$ cat config.mk
export PLATFORM = sky130hd
export DESIGN_NAME = cpwp_ctrl
export DESIGN_NICKNAME = d
export VERILOG_FILES = /design/src/cpwp_pkg.sv /design/src/cpwp_ctrl.sv
export SDC_FILE = /design/constraint.sdc
export NUM_CORES = 1
export LEC_CHECK = 0
export ABC_AREA = 1
export BUFFER_PORTS_ARGS = -buffer_cell sky130_fd_sc_hd__buf_2
export CORE_MARGIN = 5
export CORE_UTILIZATION = 25
export DETAILED_ROUTE_END_ITERATION = 6
export PLACE_DENSITY = 0.47
export SLEW_MARGIN = 20
export SYNTH_ARGS = -nofsm -noshare
export SYNTH_HDL_FRONTEND = slang
export SYNTH_SLANG_ARGS = --single-unit
$ cat constraint.sdc
create_clock -name clk_i -period 1.9 [get_ports clk_i]
set_input_delay 0.285 -clock clk_i [delete_from_list [all_inputs] [get_ports clk_i]]
set_output_delay 0.285 -clock clk_i [all_outputs]
set_load 0.05 [all_outputs]
$ cat src/cpwp_pkg.sv
package cpwp_pkg;

  localparam int unsigned PendDepth = 32;
  localparam int unsigned PendAw    = $clog2(PendDepth);

  localparam int unsigned CfgIdxW  = 3;
  localparam int unsigned CfgDataW = 64;

  localparam logic [CfgIdxW-1:0] CfgDivider    = 3'd0;
  localparam logic [CfgIdxW-1:0] CfgInitWord   = 3'd1;
  localparam logic [CfgIdxW-1:0] CfgStartRef   = 3'd2;
  localparam logic [CfgIdxW-1:0] CfgStartWall  = 3'd3;
  localparam logic [CfgIdxW-1:0] CfgPointTicks = 3'd4;
  localparam logic [CfgIdxW-1:0] CfgKind       = 3'd5;

  localparam logic [1:0] FuncSample = 2'd0;
  localparam logic [1:0] FuncIssue  = 2'd1;
  localparam logic [1:0] FuncReturn = 2'd2;
  localparam logic [1:0] FuncFinish = 2'd3;

  localparam int unsigned SlopeW  = 20;
  localparam int unsigned CntW    = 24;
  localparam int unsigned DivNumW = 33;
  localparam int unsigned ProdW   = 52;

  localparam logic [CntW-1:0] LimitCap = 24'h800000;
  localparam logic [63:0]     StepMax  = 64'h0000_0000_0000_FFFF;
  localparam logic [31:0]     OffBias  = 32'd32768;

  typedef enum logic [4:0] {
    OP_NONE,
    OP_ACCEPT,
    OP_START,
    OP_SET_SLOPE,
    OP_PUSH,
    OP_MARK,
    OP_RD,
    OP_FOLD_A,
    OP_FOLD_B,
    OP_FOLD_C,
    OP_FOLD_D,
    OP_CL_START,
    OP_CL_DR,
    OP_CL_E,
    OP_CL_SUM1,
    OP_CL_SUM2,
    OP_DRAIN_PT,
    OP_NEWWORD,
    OP_PK_A,
    OP_PK_B,
    OP_PK_ADD,
    OP_PK_NEW,
    OP_EMIT,
    OP_FIN
  } op_e;

  typedef struct packed {
    op_e  op;
    logic close;
  } cmd_t;

  typedef struct packed {
    logic [1:0] func;
    logic       word_eq;
    logic       cnt_nz;
    logic       conf_go;
    logic       drain_go;
    logic       fold_close;
    logic       div_busy;
    logic       points_zero;
    logic       points_two;
    logic       pk_ok;
    logic       hold_v;
    logic       can_push;
  } stat_t;

  typedef struct packed {
    logic [31:0] meta;
    logic [31:0] round_word;
    logic [63:0] point_refclk;
    logic [63:0] point_wall8;
    logic [31:0] step_one;
    logic [31:0] step_two;
  } rec_t;

endpackage

$ cat src/cpwp_ctrl.sv
// Sequencer: walks each item through push, confirm, fold, close, pack and
// emit steps, with return points for the close, pack and emit sequences.
module cpwp_ctrl (
  input  logic            clk_i,
  input  logic            rst_ni,
  input  logic            valid_i,
  output logic            ready_o,
  input  cpwp_pkg::stat_t st_i,
  output cpwp_pkg::cmd_t  cmd_o
);

  typedef enum logic [4:0] {
    S_IDLE, S_START, S_START_WAIT, S_DISPATCH, S_CONF_CHECK, S_CONF_RD, S_FOLD_B,
    S_FOLD_C, S_FOLD_D, S_CL_START, S_CL_W1, S_CL_W2, S_CL_SUM1, S_CL_SUM2,
    S_DRAIN_CHECK, S_DRAIN_RD, S_NW_WAIT, S_PACK, S_PK_B, S_PK_C, S_PK_NEW,
    S_EMIT, S_FLUSH, S_FINISH
  } state_e;

  state_e state_q, state_d, close_ret_q, close_ret_d, pack_ret_q, pack_ret_d;
  state_e emit_ret_q, emit_ret_d;
  logic   started_q, started_d, cflag_q, cflag_d;

  always_comb begin
    state_d     = state_q;
    close_ret_d = close_ret_q;
    pack_ret_d  = pack_ret_q;
    emit_ret_d  = emit_ret_q;
    started_d   = started_q;
    cflag_d     = cflag_q;
    ready_o     = 1'b0;
    cmd_o.op    = cpwp_pkg::OP_NONE;
    cmd_o.close = cflag_q;
    unique case (state_q)
      S_IDLE: begin
        ready_o = 1'b1;
        if (valid_i) begin
          cmd_o.op  = cpwp_pkg::OP_ACCEPT;
          started_d = 1'b1;
          state_d   = started_q ? S_DISPATCH : S_START;
        end
      end
      S_START: begin
        cmd_o.op = cpwp_pkg::OP_START;
        state_d  = S_START_WAIT;
      end
      S_START_WAIT: begin
        if (!st_i.div_busy) begin
          cmd_o.op = cpwp_pkg::OP_SET_SLOPE;
          state_d  = S_DISPATCH;
        end
      end
      S_DISPATCH: begin
        case (st_i.func)
          cpwp_pkg::FuncSample: begin
            cmd_o.op = cpwp_pkg::OP_PUSH;
            state_d  = S_FINISH;
          end
          cpwp_pkg::FuncIssue: begin
            cmd_o.op = cpwp_pkg::OP_MARK;
            state_d  = S_FINISH;
          end
          cpwp_pkg::FuncReturn: begin
            if (st_i.word_eq) begin
              state_d = S_CONF_CHECK;
            end else if (st_i.cnt_nz) begin
              cflag_d     = 1'b1;
              close_ret_d = S_DRAIN_CHECK;
              state_d     = S_CL_START;
            end else begin
              state_d = S_DRAIN_CHECK;
            end
          end
          default: begin
            if (st_i.cnt_nz) begin
              cflag_d     = 1'b0;
              close_ret_d = S_FLUSH;
              state_d     = S_CL_START;
            end else begin
              state_d = S_FLUSH;
            end
          end
        endcase
      end
      S_CONF_CHECK: begin
        if (st_i.conf_go) begin
          cmd_o.op = cpwp_pkg::OP_RD;
          state_d  = S_CONF_RD;
        end else begin
          state_d = S_FINISH;
        end
      end
      S_CONF_RD: begin
        cmd_o.op = cpwp_pkg::OP_FOLD_A;
        state_d  = S_FOLD_B;
      end
      S_FOLD_B: begin
        cmd_o.op = cpwp_pkg::OP_FOLD_B;
        state_d  = S_FOLD_C;
      end
      S_FOLD_C: begin
        cmd_o.op = cpwp_pkg::OP_FOLD_C;
        state_d  = S_FOLD_D;
      end
      S_FOLD_D: begin
        cmd_o.op = cpwp_pkg::OP_FOLD_D;
        if (st_i.fold_close) begin
          cflag_d     = 1'b0;
          close_ret_d = S_CONF_CHECK;
          state_d     = S_CL_START;
        end else begin
          state_d = S_CONF_CHECK;
        end
      end
      S_CL_START: begin
        cmd_o.op = cpwp_pkg::OP_CL_START;
        state_d  = S_CL_W1;
      end
      S_CL_W1: begin
        if (!st_i.div_busy) begin
          cmd_o.op = cpwp_pkg::OP_CL_DR;
          state_d  = S_CL_W2;
        end
      end
      S_CL_W2: begin
        if (!st_i.div_busy) begin
          cmd_o.op = cpwp_pkg::OP_CL_E;
          state_d  = S_CL_SUM1;
        end
      end
      S_CL_SUM1: begin
        cmd_o.op = cpwp_pkg::OP_CL_SUM1;
        state_d  = S_CL_SUM2;
      end
      S_CL_SUM2: begin
        cmd_o.op   = cpwp_pkg::OP_CL_SUM2;
        pack_ret_d = close_ret_q;
        state_d    = S_PACK;
      end
      S_DRAIN_CHECK: begin
        if (st_i.drain_go) begin
          cmd_o.op = cpwp_pkg::OP_RD;
          state_d  = S_DRAIN_RD;
        end else begin
          cmd_o.op = cpwp_pkg::OP_NEWWORD;
          state_d  = S_NW_WAIT;
        end
      end
      S_DRAIN_RD: begin
        cmd_o.op   = cpwp_pkg::OP_DRAIN_PT;
        pack_ret_d = S_DRAIN_CHECK;
        state_d    = S_PACK;
      end
      S_NW_WAIT: begin
        if (!st_i.div_busy) begin
          cmd_o.op = cpwp_pkg::OP_SET_SLOPE;
          state_d  = S_FINISH;
        end
      end
      S_PACK: begin
        if (st_i.points_zero) begin
          state_d = S_PK_NEW;
        end else begin
          cmd_o.op = cpwp_pkg::OP_PK_A;
          state_d  = S_PK_B;
        end
      end
      S_PK_B: begin
        cmd_o.op = cpwp_pkg::OP_PK_B;
        state_d  = S_PK_C;
      end
      S_PK_C: begin
        if (st_i.pk_ok) begin
          cmd_o.op = cpwp_pkg::OP_PK_ADD;
          if (st_i.points_two) begin
            emit_ret_d = pack_ret_q;
            state_d    = S_EMIT;
          end else begin
            state_d = pack_ret_q;
          end
        end else begin
          emit_ret_d = S_PK_NEW;
          state_d    = S_EMIT;
        end
      end
      S_PK_NEW: begin
        cmd_o.op = cpwp_pkg::OP_PK_NEW;
        state_d  = pack_ret_q;
      end
      S_EMIT: begin
        if (st_i.points_zero) begin
          state_d = emit_ret_q;
        end else if (!st_i.hold_v || st_i.can_push) begin
          cmd_o.op = cpwp_pkg::OP_EMIT;
          state_d  = emit_ret_q;
        end
      end
      S_FLUSH: begin
        emit_ret_d = S_FINISH;
        state_d    = S_EMIT;
      end
      S_FINISH: begin
        if (!st_i.hold_v) begin
          state_d = S_IDLE;
        end else if (st_i.can_push) begin
          cmd_o.op = cpwp_pkg::OP_FIN;
          state_d  = S_IDLE;
        end
      end
      default: state_d = S_IDLE;
    endcase
  end

  always_ff @(posedge clk_i or negedge rst_ni) begin
    if (!rst_ni) begin
      state_q     <= S_IDLE;
      close_ret_q <= S_IDLE;
      pack_ret_q  <= S_IDLE;
      emit_ret_q  <= S_IDLE;
      started_q   <= 1'b0;
      cflag_q     <= 1'b0;
    end else begin
      state_q     <= state_d;
      close_ret_q <= close_ret_d;
      pack_ret_q  <= pack_ret_d;
      emit_ret_q  <= emit_ret_d;
      started_q   <= started_d;
      cflag_q     <= cflag_d;
    end
  end

endmodule

Word-level counts from Yosys, hierarchy flattened --
Cells that the tools add are included.
Operators by class: add/subtract/negate cells 0, multiply operators 0, divide/modulo/power cells 0, order comparisons 0, eq/ne operators 37, shifts and indexed selects 0, multiplexer cells 52, bitwise operators 0, reductions and logical operators 14
Operators by type and width (count):
- 2-to-1 mux 5 bit | 27
- case mux 5 bit (23 select lines) | 1
- case mux 5 bit (22 select lines) | 1
- case mux 5 bit (2 select lines) | 5
- == test 5 x 4 -> 1 bit (second input constant) | 8
- == test 5 bit (second input constant) | 8
- == test 5 x 3 -> 1 bit (second input constant) | 4
- 2-to-1 mux 4 bit | 4
- != test 2 bit (second input constant) | 8
- != test 3 bit (second input constant) | 4
- == test 5 x 2 -> 1 bit (second input constant) | 2
- 2-to-1 mux 3 bit | 3
- AND reduction 7 bit | 1
- 2-to-1 mux 1 bit | 6
- case mux 3 bit (2 select lines) | 1
- nonzero test 2 bit | 3
- OR reduction 2 bit | 3
- == test 5 x 1 -> 1 bit (second input constant) | 1
- logical NOT 5 bit | 1
- AND reduction 5 bit | 1
- 2-to-1 mux 2 bit | 2
- case mux 1 bit (2 select lines) | 2
- AND reduction 2 bit | 2
- == test 2 x 1 -> 1 bit (second input constant) | 1
- other kinds (4) | 4
Storage, ports and cells: flip-flop bits (word level) 22, latch bits 0, bits in writable memories 0, ROM bits 0, input bits 16, output and inout bits 7, logic and storage cells 109, memories kept 0

Depth between registers and ports, before layout --
Gate-level depths: netlist of the first run.
depth after elaboration 5, mapped depth 12

Worst setup path before layout of the first run --
OpenSTA, ideal clock, no wires.
kind register to output, start reg state_q[0], end out cmd_o[1] (netlist bit), arrival 1.634 ns, slack -0.019 ns, cell stages (with the launch flop) 7, buffers on the path 1, path through dfrtp_1 > buf_6 > nor2_2 > nand3_1 > inv_1 > a21oi_1 > nand2_1
RTL lines:
- from (decl) | RTL line cpwp_ctrl.sv:19 | state_e state_q, state_d, close_ret_q, close_ret_d, pack_ret_q, pack_ret_d;
- from (signal assigned) | RTL line cpwp_ctrl.sv:222 | state_q <= state_d;
- to (decl) | RTL line cpwp_ctrl.sv:9 | output cpwp_pkg::cmd_t cmd_o

==> results.ini, run 1 <==
[sta]
hold_viol = 0
slew_violations = 0
worst_pin_slew_ps = 444.5
max_freq_mhz = 492.4
clock_skew_ps = 5.584
rsz0062_at_grt = true
relSlewSlack_pct = 70.37
finalCriticalPeriod_ps = 2031
setup_viol = 5
worst_slack_ps = -131.0
post-route-period-util_pct = 106.9

[detailed_routing]
drc = 0
drt_iter0_drc = 134
via_count = 1949
ant_nets = 0
routedWlPerCell_um = 13.85
dr.pass1.iters = 4
drt-vias-per-instance = 4.765
drt-total-wl_mm = 5.664

[clock_tree]
cts_buffers = 3
clock_sinks = 19
cts-root-buf = clkbuf_8
cts_tree = done
clk_latency_ps = 270
htreeDepth = 1
clk_pin_slew_ps = 80
cts_buffer_depth = 2

[setup_path]
crit_arrival_ps = 1750
crit_path_max_fanout = 5
cp_top_family = buffers and inverters
worst-path-buf-inv = 4
crit_slowest_cell = dfrtp_2
critical_path_class = register to primary output
critical_path.max_stage_delay_ps = 460
critPathLaunchType = register
critical_path.endpoint_type = primary output
crit_chain = buf_4 -> nor2_4 -> inv_2 -> buf_4 -> nor2_4 -> nor4_2 -> nand3_1 -> buf_6
required_ps = 1620

[flow_run]
cap_violations = 0

[global_route]
grt_max_degree = 20
grt_overflow = 0
antenna_found_initial = 0
grt_pass1_wl_mm = 9.294
first_global_vias = 1889
grtUsageTotal_pct = 13.85

[final_layout]
area_delta_synth_final_pct = 50.81
final_common_cell = nand2_1
final_nets = 349
most-common-layout-cells = nand2_1, buf_4, nor2_1
utilization_pct = 38.64
antennaDiodeCount = 0
final_layout_size_suffix_gt1_share_pct = 40.06

[floorplanning]
initial_utilization_pct = 25.62
num_io_pins = 23
die_height_um = 90.45
core_area_mm2 = 0.006314
fp.dieW_um = 90.45
fp-row-count = 29
die_area_mm2 = 0.008180

[synth]
synth.ff_latch_count = 19
syn_nets = 282
seq_area_frac_synth_pct = 29.39
syn_avg_cell_area_um2 = 6.082
syn_area_mm2 = 0.001618
yosysWarnings = 0
synth_ff_type = dfrtp_1
synthArstFlopShare_pct = 100.0
syn_inst = 266
yosysUniqueCellTypes = 27
synth_edf_count = 0

[pwr]
leakage_nw = 1.210
ir_drop_mv = 0.8580
total_power_w = 0.003704
power_density_mw_per_mm2 = 1518

[status]
status = finished with violations
violations = negative setup slack

[placed_design]
gp_congestion = 0.9089
port_buffers = 22
hpwl_mm = 4.495

[min_path]
min_path_type = input port to register

-- metrics by stage --
stage	setup TNS, ps	hold slack (ps)	area (µm²)	worst slack, ps	std cells
finish	-571.8	303.0	2440	-131.0	409
global route	-1062	327.3	2440	-245.7	409
CTS	-451.5	303.5	2323	-99.72	406
detailed placement	-37.53	269.7	2014	-37.53	390
global placement	-45.34	265.4	2014	-45.34	390
floorplan	0	-10.59	1622	53.05	266
-- layout make-up --
class	count	area, µm²
clock inverter	1	7.507
timing repair buffer	66	510.5
fill	693	3874
multi-input combinational	206	1156
tap	77	96.34
sequential	19	480.5
clock buffer	3	41.29
inverter	37	147.6
-- final timing paths --
kind	startpoint	endpoint	slack, ps	cells after the start
max in group asynchronous	rst_ni	state_q[2]$_DFFE_PN0P_	1070	2
min in group asynchronous	rst_ni	pack_ret_q[1]$_DFFE_PN0P_	490	2
max	state_q[2]$_DFFE_PN0P_	cmd_o[4]	-130	8
min	valid_i	started_q$_DFFE_PN0P_	300	3
min reg2reg	started_q$_DFFE_PN0P_	started_q$_DFFE_PN0P_	470	2
max reg2reg	state_q[1]$_DFFE_PN0P_	state_q[2]$_DFFE_PN0P_	120	11
-- cells in the mapped netlist, types with 2 or more instances --
library cell / number / area share (%)
a21oi_1: 8 / 2.5
buf_4: 2 / 0.93
dfrtp_1: 19 / 29
inv_1: 30 / 7.0
inv_2: 7 / 1.6
nand2_1: 75 / 17
nand3_1: 31 / 9.6
nand3_2: 2 / 1.2
nand4_1: 3 / 1.2
nor2_1: 39 / 9.0
nor2_2: 2 / 0.77
nor2_4: 6 / 4.2
nor3_1: 6 / 1.9
o211ai_1: 2 / 0.93
o21ai_0: 19 / 5.9
o21ai_1: 3 / 0.93
o22ai_1: 2 / 0.77
-- sequential cells by signal, summed over array words and instances, names as in the netlist --
name,count
close_ret_q,4
emit_ret_q,5
pack_ret_q,4
started_q,1
state_q,5
-- report_power, final --
part / total, W / switching (W) / internal [W]
clock network: 0.000304 / 0.000155 / 0.000148
registers: 0.000743 / 0.000167 / 0.000576
logic: 0.00266 / 0.00161 / 0.00104
-- per-layer routing --
metal | vias to the layer above | GRT usage, % | routed length [µm]
met3 | 7 | 1.750 | 301
met4 | 0 | 4.218 | 80
met5 | - | 0 | 0
met2 | 55 | 21.40 | 2635
met1 | 892 | 19.95 | 2646
li1 | 995 | - | -
-- what timing repair did --
action                                  4_1_cts  5_1_grt
hold buffers                                  1        0
endpoints found under the setup margin        5        6
pin swaps                                    15       11
buffers inserted                             11        4
resized for setup                            54       23
hold endpoints to repair                     19        0
-- logic make-up (layout without fill, tap and decap cells) --
family,count (synthesis),after routing,synth area share [%]
flip-flops,19,19,29.39
AND/OR/NAND/NOR,169,169,47.56
AO/OA/AOI/OAI,37,37,12.53
buffers and inverters,41,107,10.52
-- worst register-to-register path, stage by stage (launching register included) --
cell and delay, ps:
dfrtp_2 500, inv_4 120, nor2_4 60, buf_4 130, buf_4 120, nand3_1 60, nand2_1 70, o21ai_1 190
nand3_2 180, inv_2 150, nand2_1 60, nand2_1 60
Power figures use the tool's default switching activity.
==> run 2, diff against run 1 <==
- ABC_AREA: 1 -> unset
==> run 2 against run 1 <==
Effect of this change: the flow still finishes with violations (negative setup slack); sequential share of layout area shrank 2.6 points; critical path depth shrank 3; fmax shrank 1.6%; cell count shrank 0.49%; first-iteration DRC count grew 14%; worst hold slack gained 79 ps; global-route usage grew 1.4 points; largest cell class unchanged; non-clock buffer count grew 29; setup slack lost 33 ps.
==> results.ini, run 2 <==
[setup_path]
crit_arrival_ps = 1780  ; +30 ps
crit_slowest_cell = or4_4
critical_path.endpoint_type = primary output
r2r-start = state_q[3]$_DFFE_PN0P_
required_ps = 1620  ; about the same
reg2reg_to = state_q[1]$_DFFE_PN0P_
critical_path_class = register to primary output
reg2reg_depth = 7  ; -4
critical_path.max_stage_delay_ps = 540  ; +80 ps
critPathLaunchType = register
crit_path_max_fanout = 8  ; +3
crit_chain = nor2b_2 -> or4_4 -> o41a_1 -> nand3_1 -> buf_6
rrSetupSlack_ps = 10  ; -110 ps

[synth]
yosysWarnings = 0  ; unchanged
yosysMostFrequentCell = nand2_1
syn_avg_cell_area_um2 = 7.738  ; +27%
yosys.area.top_type = dfrtp_1
yosysUniqueCellTypes = 54  ; +100%
synth_edf_count = 0  ; unchanged
synth_xor_area_share_pct = 0  ; unchanged
seq_area_frac_synth_pct = 26.95  ; -2.4 points
synth.ff_latch_count = 19  ; unchanged
synth_compound_area_share_pct = 30.50  ; +18 points
syn_area_mm2 = 0.001764  ; +9.0%
synthArstFlopShare_pct = 100.0  ; unchanged
synth.area.mux_share_pct = 1.418  ; +1.4 points
synth_ff_type = dfrtp_1
syn_nets = 244  ; -13%
ys_top_cells_by_area = dfrtp_1, o21ai_0, nand2_1
synth_top_family_by_area = simple AND/OR/NAND/NOR gates
synth_top_area_share_pct = 26.95  ; -2.4 points
synthAdderAreaFrac_pct = 0  ; unchanged
synth_common_cells = nand2_1, o21ai_0, dfrtp_1
syn_inst = 228  ; -14%
yosys.area_share.simple_pct = 33.19  ; -14 points

[floorplanning]
num_io_pins = 23  ; unchanged
die_area_mm2 = 0.008837  ; +8.0%
core_area_mm2 = 0.006832  ; +8.2%
fp-row-count = 30  ; +3.4%
die_height_um = 94.01  ; +3.9%
fp.dieW_um = 94.01  ; +3.9%
initial_utilization_pct = 25.82  ; +0.20 points

[detailed_routing]
routed-wl-met2_mm = 3.127  ; +19%
highest_layer = met4
routedWlPerCell_um = 16.64  ; +20%
wl_met1_mm = 3.126  ; +18%
drt_iter0_drc = 153  ; +14%
ant_nets = 0  ; unchanged
dr.pass1.iters = 4  ; unchanged
via_count = 2092  ; +7.3%
drc = 0  ; unchanged
drt-total-wl_mm = 6.771  ; +20%
wl_met3_um = 439  ; +46%
drt-vias-per-instance = 5.140  ; +7.9%

[final_layout]
most-common-layout-cells = buf_4, nand2_1, buf_6
final_common_cell = buf_4
final_nets = 328  ; -6.0%
area_delta_synth_final_pct = 59.01
final_layout_size_suffix_gt1_share_pct = 49.20  ; +9.1 points
final_cells = 407  ; -0.49%
reg.largest.list = emit_ret_q x5, state_q x5
fillers = 720  ; +3.9%
antennaDiodeCount = 0  ; unchanged

[sta]
rsz0062_at_grt = true
max_freq_mhz = 484.4  ; -1.6%
hold_viol = 0  ; unchanged
slew_violations = 0  ; unchanged
tns_ps = -659.1  ; -87.23 ps
relSlewSlack_pct = 66.66  ; -3.7 points
clock_skew_ps = 4.234  ; -1.350 ps
worst_slack_ps = -164.3  ; -33.28 ps
setup_viol = 5  ; unchanged
post-route-period-util_pct = 108.6  ; +1.8 points
finalCriticalPeriod_ps = 2064  ; +33.28 ps
worst_pin_slew_ps = 494.9  ; +50.36 ps

[flow_run]
cap_violations = 0  ; unchanged

[global_route]
grt_overflow = 0  ; unchanged
grt_max_degree = 20  ; unchanged
antenna_found_initial = 0  ; unchanged
grtUsageTotal_pct = 15.26  ; +1.4 points
grt_pass1_wl_mm = 10.64  ; +14%
first_global_vias = 2053  ; +8.7%

[clock_tree]
cts_buffer_depth = 2  ; unchanged
htreeDepth = 1  ; unchanged
clk_latency_ps = 260  ; about the same
clk_pin_slew_ps = 80  ; about the same
cts_tree = done
cts_buffers = 3  ; unchanged
cts-root-buf = clkbuf_8
clock_sinks = 19  ; unchanged

[placed_design]
gp_congestion = 0.8829  ; -2.9%
hpwl_mm = 5.063  ; +13%
port_buffers = 22  ; unchanged
pre_cts_slack_ps = -69.14  ; -31.61 ps
dp.cells = 387  ; -0.77%

[min_path]
min_to = emit_ret_q[3]$_DFFE_PN0P_
hold_depth = 3  ; unchanged
min_from = st_i[2]
min_path_type = input port to register

[status]
violations = negative setup slack
status = finished with violations

[pwr]
leakage_nw = 1.237  ; +2.3%
power_density_mw_per_mm2 = 1686  ; +11%
ir_drop_mv = 0.5261  ; -39%

-- run 2: how the worst max path moves through the flow --
stage / from / end / slack [ps] / cells past startpoint
after global placement: state_q[1]$_DFFE_PN0P_ / cmd_o[2] / -20 / 5
after floorplan: state_q[1]$_DFFE_PN0P_ / cmd_o[3] / -30 / 5
after global routing: state_q[1]$_DFFE_PN0P_ / cmd_o[3] / -230 / 6
after detailed placement: state_q[1]$_DFFE_PN0P_ / cmd_o[2] / -70 / 5
after CTS: state_q[1]$_DFFE_PN0P_ / cmd_o[2] / -150 / 7
final: state_q[1]$_DFFE_PN0P_ / cmd_o[3] / -160 / 5
-- run 2: cells by family after synthesis --
logic type | after synthesis
AND/OR/NAND/NOR | 106
AO/OA/AOI/OAI | 75
buffers and inverters | 26
flip-flops | 19
multiplexers | 2
-- run 2: worst max-delay path, delay by kind of cell, from the launching register on --
kind | cells | cell delay (ps)
flip-flops | 1 | 470
buffers and inverters | 1 | 160
AND/OR/NAND/NOR | 3 | 720
AO/OA/AOI/OAI | 1 | 170
-- run 2: stage by stage --
stage	hold slack, ps	utilization [%]	power, W	cell area (µm²)
2_1_floorplan	-10.59	-	0.002571	1785
3_3_place_gp	262.9	34.63	0.003727	2366
3_5_place_dp	268.4	34.63	0.003709	2366
4_1_cts	362.7	38.46	0.004373	2628
5_1_grt	381.5	41.06	0.005027	2805
6_report	381.9	41.06	0.004729	2805
-- run 2: per-layer routing --
metal / track usage, % / up-vias
met1: 21.59 / 986
met3: 2.083 / 9
met4: 3.610 / 0
li1: - / 1007
met2: 24.42 / 90
met5: 0 / -
-- run 2: power breakdown --
part	internal [W]	switching, W
Combinational	0.00176	0.00192
Clock	0.000146	0.000142
Sequential	0.000591	0.000173
Total	0.00250	0.00223
-- run 2: area by class of cell --
class / instances / area, µm² / area share, %
inverter: 10 / 37.54 / 1.338
tap: 96 / 120.1 / 4.282
clock inverter: 1 / 5.005 / 0.1784
multi-input combinational: 183 / 1350 / 48.13
sequential: 19 / 479.2 / 17.08
clock buffer: 3 / 41.29 / 1.472
timing repair buffer: 95 / 772.0 / 27.52
-- run 2: what timing repair did --
action,4_1_cts,5_1_grt
cloned,0,1
gates resized for setup,41,37
pin swaps,8,14
endpoints found under the hold margin,19,0
setup endpoints to repair,7,12
setup buffers,9,5
hold buffers,1,0
==> run 3, diff against run 2 <==
- clock period: 1.9 -> 2.5 ns (I/O delays scaled with it)
==> run 3 against run 2 <==
Effect of this change: the flow now finishes without violations; register-to-register slack better by 450 ps; clock skew about the same; cell count down 14%; sequential share of layout area up 6.0 points; first-iteration DRC count up 27%; setup slack better by 280 ps; worst hold slack worse by 330 ps; critical endpoint unchanged; largest power group unchanged.
==> results.ini, run 3 (synthesized netlist as in run 2, its figures left out) <==
[setup_path]
critical_path.endpoint_type = primary output
crit_chain = and3b_1 -> nand2_1 -> nor2_1 -> nor3_1 -> nand3_1 -> buf_2
reg2reg_to = state_q[1]$_DFFE_PN0P_
required_ps = 2120  ; +500 ps
cp_top_family = simple AND/OR/NAND/NOR gates
r2r-start = state_q[1]$_DFFE_PN0P_
critical_path_class = register to primary output
critPathLaunchType = register
crit_arrival_ps = 2010  ; +230 ps
rrSetupSlack_ps = 460  ; +450 ps
worst-path-buf-inv = 1  ; unchanged
reg2reg_depth = 6  ; -1
crit_slowest_cell = dfrtp_2
critical_path.max_stage_delay_ps = 510  ; -30 ps
crit_path_max_fanout = 12  ; +4

[pwr]
ir_drop_mv = 0.3781  ; -28%
power_density_mw_per_mm2 = 1285  ; -24%
leakage_nw = 0.8856  ; -28%

[clock_tree]
cts_setup_buffers = 0  ; -9
cts_tree = done
cts_hold_buf = 0  ; -1
htreeDepth = 1  ; unchanged
clk_pin_slew_ps = 80  ; about the same
cts-root-buf = clkbuf_8
clock_sinks = 19  ; unchanged
cts_buffers = 3  ; unchanged
clk_latency_ps = 260  ; about the same
cts.repair.resized = 1  ; -98%
cts_buffer_depth = 2  ; unchanged

[placed_design]
gp_congestion = 0.9183  ; +4.0%
hpwl_mm = 4.640  ; -8.4%
port_buffers = 22  ; unchanged
pre_cts_slack_ps = 293.0  ; +362.1 ps

[floorplanning]
fp.dieW_um = 94.01  ; unchanged
fp-row-count = 30  ; unchanged
initial_utilization_pct = 25.82  ; unchanged
core_area_mm2 = 0.006832  ; unchanged
die_height_um = 94.01  ; unchanged
die_area_mm2 = 0.008837  ; unchanged
num_io_pins = 23  ; unchanged

[global_route]
first_global_vias = 1829  ; -11%
grt_max_degree = 20  ; unchanged
grtUsageTotal_pct = 14.02  ; -1.2 points
antenna_found_initial = 0  ; unchanged
grt_overflow = 0  ; unchanged
grt_pass1_wl_mm = 9.722  ; -8.6%

[status]
status = finished, final reports clean

[final_layout]
register_area_um2 = 479.2  ; unchanged
multi_input_area_mm2 = 0.001154  ; -15%
final_layout_size_suffix_gt1_share_pct = 23.53  ; -26 points
final_nets = 272  ; -17%
fillers = 745  ; +3.5%
final_common_cell = nand2_1
antennaDiodeCount = 0  ; unchanged
reg.largest.list = emit_ret_q x5, state_q x5
area_delta_synth_final_pct = 17.73
most-common-layout-cells = nand2_1, o21ai_0, buf_2

[detailed_routing]
ant_nets = 0  ; unchanged
drt_iter0_drc = 195  ; +27%
drt-total-wl_mm = 5.987  ; -12%
drc = 0  ; unchanged
dr.pass1.iters = 4  ; unchanged
routedWlPerCell_um = 17.06  ; +2.5%
via_count = 1868  ; -11%
drt-vias-per-instance = 5.322  ; +3.5%

[sta]
worst_slack_ps = 117.0  ; +281.3 ps
hold_viol = 0  ; unchanged
worst_pin_slew_ps = 460.6  ; -34.23 ps
tns_ps = 0  ; +659.1 ps
finalCriticalPeriod_ps = 2383
post-route-period-util_pct = 95.32
setup_viol = 0  ; -5
rsz0062_at_grt = false
slew_violations = 0  ; unchanged
max_freq_mhz = 419.6
relSlewSlack_pct = 69.16  ; +2.5 points
clock_skew_ps = 4.437  ; +0.2027 ps
whs_ps = 53.28  ; -328.6 ps

[min_path]
min_path_type = input port to async pin

[flow_run]
cap_violations = 0  ; unchanged

-- run 3: cell types whose count changed in the layout (fill, tap and decap cells not counted), moves of 4 or more --
cell / delta
a21oi_1: +5
buf_4: -40
nor2_2: -6
nor2_1: +6
a21oi_2: -4
nand2b_1: +5
buf_2: +5
buf_6: -19
nand2b_4: -4
-- run 3: layout make-up --
cell class / count / area share, %
clock buffer: 3 / 1.988
clock inverter: 1 / 0.2410
inverter: 10 / 1.807
multi-input combinational: 183 / 55.54
sequential: 19 / 23.07
tap: 96 / 5.783
timing repair buffer: 39 / 11.57
-- run 3: through the flow --
step                cell area, µm²  std cells  power, W  util [%]
global placement              2019        347  0.002419     29.56
detailed placement            2019        347  0.002406     29.56
floorplan                     1764        228  0.001912         -
finish                        2077        351  0.002669     30.40
global route                  2077        351  0.002860     30.40
CTS                           2067        351  0.002647     30.26
-- run 3: power breakdown --
part / switching [W] / leakage, nW / internal (W)
logic: 0.00111 / 0.641 / 0.000701
registers: 0.000179 / 0.219 / 0.000449
clock network: 0.000117 / 0.0255 / 0.000111
-- run 3: metal layers --
layer / track usage, % / routed length [µm] / vias to the layer above
met3: 2.163 / 403 / 8
met5: 0 / 0 / -
met1: 21.26 / 2998 / 872
met2: 19.81 / 2460 / 86
met4: 4.813 / 125 / 0
li1: - / - / 902
-- run 3: how the worst max path moves through the flow --
| stage | start | end | slack [ps] | cells after the start |
|---|---|---|---|---|
| floorplan | state_q[3]$_DFFE_PN0P_ | cmd_o[2] | 150 | 7 |
| global placement | state_q[0]$_DFFE_PN0P_ | cmd_o[1] | 330 | 7 |
| detailed placement | state_q[1]$_DFFE_PN0P_ | cmd_o[2] | 290 | 7 |
| CTS | state_q[2]$_DFFE_PN0P_ | cmd_o[2] | 40 | 5 |
| global route | state_q[0]$_DFFE_PN0P_ | cmd_o[1] | 10 | 7 |
| finish | state_q[2]$_DFFE_PN0P_ | cmd_o[3] | 120 | 6 |
